[src/rtl/duty_cycle_serial_receiver_top_macros.svh]
// Assertion macros shared by the duty-cycle serial receiver RTL.
`ifndef DUTY_CYCLE_SERIAL_RECEIVER_TOP_MACROS_SVH
`define DUTY_CYCLE_SERIAL_RECEIVER_TOP_MACROS_SVH

// Same-cycle implication, disabled while reset is asserted.
`define DCSR_ASSERT_IMPL(label, clock, rstn, ante, cons) \
    label: assert property (@(posedge clock) disable iff (!(rstn)) (ante) |-> (cons)) \
        else $error("assertion failed");

// Next-cycle implication, disabled while reset is asserted.
`define DCSR_ASSERT_NEXT(label, clock, rstn, ante, cons) \
    label: assert property (@(posedge clock) disable iff (!(rstn)) (ante) |=> (cons)) \
        else $error("assertion failed");

`endif

[src/rtl/dcsr_pkg.sv]
// Types and constants of the duty-cycle serial receiver.
`default_nettype none

package dcsr_pkg;

    // Pulse position within a byte and byte position within a packet.
    localparam int POS_W = 4;
    localparam int IDX_W = 2;
    localparam int CNT_W = 2;

    localparam logic [POS_W-1:0] POS_START = 4'd0;
    localparam logic [POS_W-1:0] POS_FIRST_DATA = 4'd1;
    localparam logic [POS_W-1:0] POS_PARITY = 4'd9;

    localparam logic [CNT_W-1:0] BYTES_RESET = 2'd3;
    localparam logic [IDX_W-1:0] IDX_INVALID = 2'd3;

    // Classification thresholds in percent of the bit window.
    localparam int PCT_SCALE = 100;
    localparam int PCT_SHORT = 11;
    localparam int PCT_ONE = 36;
    localparam int PCT_AMB = 61;

    // Decoded bit of one pulse with its class marks.
    typedef struct packed {
        logic bit_val;
        logic is_short;
        logic is_long;
        logic is_amb;
    } pulse_class_t;

    // Class marks collected over one byte.
    typedef struct packed {
        logic short_seen;
        logic long_seen;
        logic amb_seen;
    } class_flags_t;

endpackage

`default_nettype wire

[src/rtl/dcsr_classify.sv]
// Classifies one pulse low time against the bit window.
`default_nettype none

module dcsr_classify
    import dcsr_pkg::*;
#(
    parameter int TIME_BITS = 16
) (
    input  wire logic [TIME_BITS-1:0] low_time,
    input  wire logic [TIME_BITS:0]   window,
    output pulse_class_t              cls
);

    // Products of up to 100 times the time need seven extra bits.
    localparam int CW = TIME_BITS + 7;

    logic [CW-1:0] scaled_t;
    logic [CW-1:0] lim_short;
    logic [CW-1:0] lim_one;
    logic [CW-1:0] lim_amb;
    logic          at_short;
    logic          at_one;
    logic          at_amb;
    logic          over;

    // Constant multiplies of the time and of the window.
    assign scaled_t  = CW'(low_time) * CW'(PCT_SCALE);
    assign lim_short = CW'(window) * CW'(PCT_SHORT);
    assign lim_one   = CW'(window) * CW'(PCT_ONE);
    assign lim_amb   = CW'(window) * CW'(PCT_AMB);

    // Each band is bounded above, inclusive.
    assign at_short = scaled_t <= lim_short;
    assign at_one   = scaled_t <= lim_one;
    assign at_amb   = scaled_t <= lim_amb;
    assign over     = {1'b0, low_time} > window;

    // Ambiguous, short and long pulses decode as zero.
    always_comb
    begin
        cls.is_short = at_short;
        cls.bit_val  = at_one && !at_short;
        cls.is_amb   = at_amb && !at_one;
        cls.is_long  = !at_amb && over;
    end

endmodule

`default_nettype wire

[src/rtl/dcsr_core.sv]
// Pulse sequencing, byte assembly and the result register.
`default_nettype none

module dcsr_core
    import dcsr_pkg::*;
#(
    parameter int TIME_BITS = 16
) (
    input  wire logic                 clk,
    input  wire logic                 rst_n,
    input  wire logic                 item_valid,
    input  wire logic [TIME_BITS-1:0] item_time,
    input  wire logic                 item_new_packet,
    input  wire logic [CNT_W-1:0]     bytes_cfg,
    output logic                      advance,
    output logic                      out_valid,
    input  wire logic                 out_ready,
    output logic [7:0]                data_byte,
    output logic                      parity_error,
    output logic                      short_seen,
    output logic                      long_seen,
    output logic                      ambiguous_seen,
    output logic [IDX_W-1:0]          byte_index,
    output logic                      last
);

    logic [POS_W-1:0]     pos_reg, pos_next;
    logic [IDX_W-1:0]     idx_reg, idx_next;
    logic [TIME_BITS:0]   window_reg, window_next;
    logic [8:0]           shift_reg, shift_next;
    class_flags_t         flags_reg, flags_next;
    logic                 out_valid_reg;

    logic [7:0]           data_reg;
    logic                 par_err_reg;
    class_flags_t         oflags_reg;
    logic [IDX_W-1:0]     oidx_reg;
    logic                 last_reg;

    logic [POS_W-1:0]     pos_eff;
    logic [IDX_W-1:0]     idx_eff;
    logic                 first_start;
    logic                 emit;
    logic                 fin;
    logic [CNT_W-1:0]     n_bytes;
    logic [IDX_W:0]       idx_plus;
    pulse_class_t         cls;

    dcsr_classify #(
        .TIME_BITS (TIME_BITS)
    ) u_classify (
        .low_time (item_time),
        .window   (window_reg),
        .cls      (cls)
    );

    // A new-packet mark restarts the pulse count at the first start pulse.
    assign pos_eff     = item_new_packet ? POS_START : pos_reg;
    assign idx_eff     = item_new_packet ? '0 : idx_reg;
    assign first_start = (pos_eff == POS_START) && (idx_eff == '0);
    assign emit        = (pos_eff == POS_PARITY);

    // A zero byte count acts as one.
    assign n_bytes  = (bytes_cfg == '0) ? CNT_W'(1) : bytes_cfg;
    assign idx_plus = {1'b0, idx_eff} + (IDX_W+1)'(1);
    assign fin      = idx_plus >= (IDX_W+1)'(n_bytes);

    // The word moves on unless it yields a byte that finds the result register full and not being read.
    assign advance = item_valid && (!emit || !out_valid_reg || out_ready);

    // Next decoder state for the word in the input register.
    always_comb
    begin
        window_next = window_reg;
        shift_next  = {shift_reg[7:0], cls.bit_val};
        flags_next.short_seen = flags_reg.short_seen | cls.is_short;
        flags_next.long_seen  = flags_reg.long_seen  | cls.is_long;
        flags_next.amb_seen   = flags_reg.amb_seen   | cls.is_amb;
        pos_next    = pos_eff + POS_W'(1);
        idx_next    = idx_eff;
        if (pos_eff == POS_START)
        begin
            if (first_start)
            begin
                window_next = {item_time, 1'b0};
            end
            shift_next = '0;
            flags_next = '0;
            pos_next   = POS_FIRST_DATA;
        end
        else if (emit)
        begin
            pos_next = POS_START;
            idx_next = fin ? '0 : idx_plus[IDX_W-1:0];
        end
    end

    // Decoder state registers.
    always_ff @(posedge clk or negedge rst_n)
    begin
        if (!rst_n)
        begin
            pos_reg    <= POS_START;
            idx_reg    <= '0;
            window_reg <= '0;
            shift_reg  <= '0;
            flags_reg  <= '0;
        end
        else if (advance)
        begin
            pos_reg    <= pos_next;
            idx_reg    <= idx_next;
            window_reg <= window_next;
            shift_reg  <= shift_next;
            flags_reg  <= flags_next;
        end
    end

    // Result valid flag.
    always_ff @(posedge clk or negedge rst_n)
    begin
        if (!rst_n)
        begin
            out_valid_reg <= 1'b0;
        end
        else if (advance && emit)
        begin
            out_valid_reg <= 1'b1;
        end
        else if (out_ready)
        begin
            out_valid_reg <= 1'b0;
        end
    end

    // Result payload, loaded when a byte completes.
    always_ff @(posedge clk)
    begin
        if (advance && emit)
        begin
            data_reg    <= shift_next[8:1];
            par_err_reg <= (^shift_next[8:1]) ^ shift_next[0];
            oflags_reg  <= flags_next;
            oidx_reg    <= idx_eff;
            last_reg    <= fin;
        end
    end

    assign out_valid      = out_valid_reg;
    assign data_byte      = data_reg;
    assign parity_error   = par_err_reg;
    assign short_seen     = oflags_reg.short_seen;
    assign long_seen      = oflags_reg.long_seen;
    assign ambiguous_seen = oflags_reg.amb_seen;
    assign byte_index     = oidx_reg;
    assign last           = last_reg;

endmodule

`default_nettype wire

[src/rtl/duty_cycle_serial_receiver_top.sv]
// Top level of the duty-cycle serial receiver.
// Usage:
// The input channel (in_valid, in_ready) carries one word per pulse: the
// measured low time and a new_packet mark that forces a first start pulse.
// The first start pulse of a packet sets the bit window to twice its low time.
// Each byte takes ten words: start, eight data bits MSB first, even parity.
// The output channel (out_valid, out_ready) carries one word per byte.
// The configuration channel (cfg_valid, cfg_ready) writes the byte count;
// it is always ready and should be written only while the block is idle.
// A byte word is loaded into the result register when its parity pulse moves on
// from the input register, and out_valid stays high until out_ready takes it.
// Throughput: one pulse per cycle unless a byte waits in a stalled result
// register; classify and decode are combinational between the two registers.
// Reset clears the pulse count, window and flags, and sets the byte count to 3.
// When the receiver stalls, a finished byte waits in the result register;
// pulses that yield no byte keep flowing, and a pulse that ends the next
// byte waits in the input register, which then drops in_ready.
`default_nettype none

`include "duty_cycle_serial_receiver_top_macros.svh"

module duty_cycle_serial_receiver_top
    import dcsr_pkg::*;
#(
    parameter int TIME_BITS = 16
) (
    input  wire logic                 clk,
    input  wire logic                 rst_n,
    input  wire logic                 in_valid,
    output logic                      in_ready,
    input  wire logic [TIME_BITS-1:0] low_time,
    input  wire logic                 new_packet,
    input  wire logic                 cfg_valid,
    output logic                      cfg_ready,
    input  wire logic [CNT_W-1:0]     bytes_per_packet,
    output logic                      out_valid,
    input  wire logic                 out_ready,
    output logic [7:0]                data_byte,
    output logic                      parity_error,
    output logic                      short_seen,
    output logic                      long_seen,
    output logic                      ambiguous_seen,
    output logic [IDX_W-1:0]          byte_index,
    output logic                      last
);

    logic                 s1_valid_reg;
    logic [TIME_BITS-1:0] s1_time_reg;
    logic                 s1_np_reg;
    logic [CNT_W-1:0]     bytes_reg;
    logic                 advance;

    assign cfg_ready = 1'b1;
    assign in_ready  = !s1_valid_reg || advance;

    // Byte count register.
    always_ff @(posedge clk or negedge rst_n)
    begin
        if (!rst_n)
        begin
            bytes_reg <= BYTES_RESET;
        end
        else if (cfg_valid && cfg_ready)
        begin
            bytes_reg <= bytes_per_packet;
        end
    end

    // Input register valid flag.
    always_ff @(posedge clk or negedge rst_n)
    begin
        if (!rst_n)
        begin
            s1_valid_reg <= 1'b0;
        end
        else if (in_ready)
        begin
            s1_valid_reg <= in_valid;
        end
    end

    // Input register payload.
    always_ff @(posedge clk)
    begin
        if (in_valid && in_ready)
        begin
            s1_time_reg <= low_time;
            s1_np_reg   <= new_packet;
        end
    end

    dcsr_core #(
        .TIME_BITS (TIME_BITS)
    ) u_core (
        .clk             (clk),
        .rst_n           (rst_n),
        .item_valid      (s1_valid_reg),
        .item_time       (s1_time_reg),
        .item_new_packet (s1_np_reg),
        .bytes_cfg       (bytes_reg),
        .advance         (advance),
        .out_valid       (out_valid),
        .out_ready       (out_ready),
        .data_byte       (data_byte),
        .parity_error    (parity_error),
        .short_seen      (short_seen),
        .long_seen       (long_seen),
        .ambiguous_seen  (ambiguous_seen),
        .byte_index      (byte_index),
        .last            (last)
    );

    // The input side stalls only behind a full, stalled result register.
    `DCSR_ASSERT_IMPL(a_stall_cause, clk, rst_n, !in_ready, s1_valid_reg && out_valid && !out_ready)
    // An empty result register never holds back the input.
    `DCSR_ASSERT_IMPL(a_empty_ready, clk, rst_n, !out_valid, in_ready)
    // A packet never holds more than three bytes.
    `DCSR_ASSERT_IMPL(a_idx_range, clk, rst_n, out_valid, byte_index != IDX_INVALID)
    // A stalled word in the input register stays there.
    `DCSR_ASSERT_NEXT(a_hold_word, clk, rst_n, !in_ready, s1_valid_reg)

endmodule

`default_nettype wire

[config.mk]
export PLATFORM = sky130hd
export DESIGN_NAME = duty_cycle_serial_receiver_top
export DESIGN_NICKNAME = d
export VERILOG_FILES = /design/src/rtl/dcsr_pkg.sv /design/src/rtl/dcsr_classify.sv /design/src/rtl/dcsr_core.sv /design/src/rtl/duty_cycle_serial_receiver_top.sv
export VERILOG_INCLUDE_DIRS = /design/src /design/src/rtl
export SDC_FILE = /design/constraint.sdc
export NUM_CORES = 1
export LEC_CHECK = 0
export BUFFER_PORTS_ARGS = -buffer_cell sky130_fd_sc_hd__buf_2
export CAP_MARGIN = 20
export CORE_MARGIN = 3
export CORE_UTILIZATION = 40
export CTS_BUF_LIST = sky130_fd_sc_hd__clkbuf_4 sky130_fd_sc_hd__clkbuf_8
export DETAILED_ROUTE_END_ITERATION = 6
export MAX_ROUTING_LAYER = met4
export PLACE_DENSITY_LB_ADDON = 0.08
export SYNTH_ARGS = -nofsm -noshare
export SYNTH_HDL_FRONTEND = slang
export SYNTH_SLANG_ARGS = --single-unit
[constraint.sdc]
create_clock -name clk -period 10.7 [get_ports clk]
set_clock_uncertainty 0.2 [all_clocks]
set_input_delay 0.535 -clock clk [delete_from_list [all_inputs] [get_ports clk]]
set_output_delay 0.535 -clock clk [all_outputs]
set_load 0.005 [all_outputs]
Word-level counts from Yosys, hierarchy flattened. Cells that the tools add are included.

$mul: 4. Eq/ne operators: 1. Shift-type cells: 0. Order comparisons: 5. Mux-type cells: 12. $add $sub $neg: 2. Divide/modulo/power cells: 0. Reductions and logical operators: 22. Bitwise operators: 4.

Operator list (count): $le A23 B23 Y1 (2); $mul A16 B4 Y20 const B (2); $le A23 B21 Y1 (1); $mul A16 B6 Y22 const B (1); $mul A16 B5 Y21 const B (1); $gt A16 B17 Y1 (1); $mux W4 (3); $mux W2 (5); $mux W9 (1); $reduce_xor A8 Y1 (1); $logic_and A1 B1 Y1 (7); $logic_not A1 Y1 (6); $add A4 B1 Y4 const B (1); $eq A4 B4 Y1 const B (1); $logic_not A2 Y1 (2); $logic_not A4 Y1 (1); $add A2 B1 Y3 const B (1); $ge A3 B2 Y1 (1); $logic_or A1 B1 Y1 (3); $mux W3 (1); $or A1 B1 Y1 (3); $reduce_and A3 Y1 (1); $mux W1 (2); $reduce_bool A2 Y1 (1); $xor A1 B1 Y1 (1).

Bits in latches: 0. Bits in read-only memories: 0. Bits of input ports: 24. Output and inout port bits: 18. Memories: 0. Memory bits (writable): 0. Register bits after elaboration: 69. Word-level logic and storage cells: 69.

Logic depth before layout (Yosys ltp).
Word-level depth: 8. Depth in mapped cells: 26. Depth with buffers taken out: 26.

By module. A second synthesis with hierarchy kept.

Cell total of the unflattened synthesis: 1107. Area total of the unflattened synthesis: 10623.9 sq um.

By module, submodules not included: dcsr_classify (seq. area each 0.0 sq um, area each 7714.9 sq um, instances 1, cells each 924); dcsr_core (seq. area each 1301.2 sq um, area each 2260.9 sq um, instances 1, cells each 156); duty_cycle_serial_receiver_top (seq. area each 588.1 sq um, area each 648.1 sq um, instances 1, cells each 27).

Worst setup path after synthesis. Ideal clock, no wire load.

Path type: register to register. From: reg s1_time_reg[2]. To: reg u_core.par_err_reg, in the netlist u_core.parity_error (data pin). Data arrival time: 5.158 ns. Period minus slack after synthesis: 5.618 ns. Setup slack: 5.082 ns. Path buffers: 0. Cell stages (with the launch flop): 24. Required time: 10.240 ns. Library setup time: 0.260 ns. Cell sequence: edfxtp_1 > ha_1 > ha_1 > inv_1 > fa_1 > inv_1 > ha_1 > nor2b_1 > o31a_2 > or2_2 > o211ai_1 > nand2b_1 > a21o_1 > a21oi_1 > xnor2_1 > ha_1 > a21o_1 > a21o_1 > a2111oi_0 > o22ai_1 > a22oi_1 > and3_1 > o41a_1 > nor3_2.

Word-level cells in the longest chain between the ends: 6.

RTL lines: from (decl) (RTL line duty_cycle_serial_receiver_top.sv:48) `logic [TIME_BITS-1:0] s1_time_reg;`; from (signal assigned) (RTL line duty_cycle_serial_receiver_top.sv:87) `s1_time_reg <= low_time;`; $mul A16 B5 Y21 * (RTL line dcsr_classify.sv:27) `assign scaled_t = CW'(low_time) * CW'(PCT_SCALE);`; $le A23 B21 Y1 (RTL line dcsr_classify.sv:33) `assign at_short = scaled_t <= lim_short;`; $logic_not A1 Y1 (RTL line dcsr_classify.sv:42) `cls.bit_val = at_one && !at_short;`; $logic_and A1 B1 Y1 * (RTL line dcsr_classify.sv:42); $mux W9 * (RTL line dcsr_core.sv:81) `if (pos_eff == POS_START)`; $xor A1 B1 Y1 * (RTL line dcsr_core.sv:142) `par_err_reg <= (^shift_next[8:1]) ^ shift_next[0];`; to (signal assigned) (RTL line dcsr_core.sv:142); to (decl) (RTL line dcsr_core.sv:35) `logic par_err_reg;`.

Mark *: on every way between the ends. The rest lies on a longest branch, timed or not. A chain may end at the register's enable or synchronous reset.

==> results by group <==
Status
  • Status: finished clean

Detailed routing
  • ANT nets after route: 0
  • DRC: 0
  • Routed WL: 24,700 um
  • DRT Pass-1 Iters: 5
  • Violation count after the first detailed-route iteration: 266
  • Via count: 7,335
  • Vias/cell: 5.16
  • DR WL/cell: 17.3 um

Finish
  • Ant. Diodes: 0
  • Layout area overhead: 7.80%
  • Layout cells sized above 1: 8.20%
  • Filler cell count: 2,446
  • Final net count: 1,408
  • FF/Latch Area: 0.00189 mm2
  • Area taken by multi-input logic gates: 0.00737 mm2

Synth
  • Area leader, netlist: ha_1
  • Netlist cell types: 65
  • Mapped Cells: 1,048
  • Number of synthesized flops with an enable pin: 32
  • Net Count, Synth: 1,363
  • Commonest cells post-synth: ha_1 (222), inv_1 (173), fa_1 (69), a21oi_1 (61), nand2_1 (53)
  • Synth warn: 0
  • Sequential area share after synthesis: 19.0%
  • Syn_area_per_cell: 9.48 um2
  • Ys async rst share: 53.6%
  • Most numerous cell in the Yosys netlist: ha_1
  • Flops & latches, synth: 69
  • Area share of the largest cell type after synthesis: 27.9%
  • Top FF cell, synth: dfrtp_1
  • Mapped Area: 0.00994 mm2
  • Largest cells by area after synthesis: ha_1 (28%), fa_1 (14%), edfxtp_1 (9.7%)

Floorplan
  • Initial Utilization: 40.8%
  • Die area: 0.0268 mm2
  • Top Ports: 42
  • Chip Height: 164 um
  • Die extent in x: 164 um
  • Core Rows: 57
  • Core area: 0.0244 mm2

Setup path
  • CP Data Arrival Time: 6.41 ns
  • Worst R2R Setup Slack: 4.30 ns
  • Critical path required time: 10.72 ns
  • Worst setup SP type: flop
  • Worst r2r path cells: 23
  • Crit path capture type: flop
  • Crit path max fanout: 8
  • Worst setup path class: flop to flop

Timing
  • Fin crit share: 59.8%
  • Slew @ Worst Pin: 0.956 ns
  • FMAX: 156 MHz
  • Setup WS post-layout: 4.30 ns
  • Final Max Tran Viols: 0
  • RSZ-0062 raised after global routing: no
  • Fin. Hold Viols: 0
  • Setup tns final: 0 ns
  • Crit path time final: 6.40 ns
  • Worst slew margin: 36.3%
  • Final setup vio count: 0

CTS
  • Reg clk slew, reported paths: 0.10 ns
  • CTS tree: done
  • Total CTS buffers: 9
  • Hold_buf cts: 0
  • H-tree levels: 3
  • Worst-skew pair later-pin latency: 0.37 ns
  • CTS Buffer Depth: 2
  • Postcts setup bufs: 0
  • Post-cts resize count: 0
  • CTS Sinks: 69
  • Root buffer cell: clkbuf_8

Global routing
  • Pin count of the biggest net entering global routing: 38
  • First-pass GRT wire length: 40,300 um
  • Total Routing Usage GR: 19.9%
  • GRT Residual Overflow: 0
  • Antenna violations before repair: 0
  • Vias in the first global route: 7,638

Placed design
  • Post-detail-place hpwl: 20,800 um
  • Gpl congestion: 0.881
  • Setup WS pre-CTS: 4.35 ns
  • Number of port buffers: 40

Hold path
  • HP Class: primary input to async pin

Flow run
  • Max cap viols: 0
==> through the flow <==
step	util, %	hold WS, ns	std cells	cell area, um2
6_report	43.9	0.102	1422	10700
5_1_grt	43.9	0.113	1422	10700
4_1_cts	43.9	0.110	1422	10700
3_5_place_dp	43.2	0.271	1406	10500
3_3_place_gp	43.2	0.263	1406	10500
2_1_floorplan	-	0.0394	1048	9940
==> logic make-up after synthesis <==
family	synth area share [%]
compound gates	14.9
xor+xnor	5.29
fa+ha+maj	41.8
buf+inv	6.87
flops	19.0
mux	1.57
other cells	0.0377
simple gates	10.5
==> worst max-delay path: stages, from the launching register on <==
cell and delay, ns:
dfrtp_1 0.55, inv_1 0.18, fa_1 0.58, fa_1 0.44, fa_1 0.51, inv_1 0.04, ha_1 0.33, nor2b_1 0.15
o21a_1 0.17, o21ai_0 0.36, a211oi_1 0.15, o21a_1 0.20, o21ai_0 0.34, a21oi_1 0.15, a41oi_1 0.28, xor2_1 0.11
ha_1 0.31, a21o_1 0.11, a21oi_1 0.10, o211ai_1 0.10, a21oi_1 0.06, a211oi_1 0.43, o211ai_1 0.22, a21oi_1 0.19
==> cells in the final DEF (no fill, tap or decap), drive strengths merged, types with 8 or more instances in the layout <==
cell    instances
nor2b           8
edfxtp         32
buf            42
and2           10
nand3          17
ha            222
dfrtp          35
fa             69
a21oi          61
nor2           37
xnor2          31
nor3           17
nand2          53
inv           178
mux2           13
nand2b         23
xor2           29
a211oi         11
a21o           46
nand4          14
o21a           10
clkbuf          9
o21ai          52
==> final cells by class <==
cell class | instances | share of cell area [%]
Sequential cell | 69 | 17.6
Tap cell | 324 | 3.78
Multi-Input combinational cell | 798 | 68.8
Inverter | 173 | 6.06
Clock buffer | 9 | 1.16
Timing Repair Buffer | 42 | 2.01
Clock inverter | 7 | 0.584
==> per-layer routing <==
layer,wire (um),vias to the layer above,global-route usage (%)
met1,12400,3483,27.7
li1,-,3732,-
met2,11300,94,31.2
met4,547,0,5.54
met5,0,-,-
met3,510,26,1.62
==> final timing paths <==
path                                       from                     to
min                                       rst_n    u_core.shift_reg[3]
max in group asynchronous                 rst_n  u_core.window_reg[13]
max                        u_core.window_reg[4]       u_core.long_seen
max reg2reg                u_core.window_reg[4]       u_core.long_seen
min reg2reg                   u_core.idx_reg[0]      u_core.idx_reg[0]
min in group clk                      cfg_valid           bytes_reg[1]
Power is not shown: default switching activity piles up to over one toggle a cycle in this logic, so the estimate is an artifact.
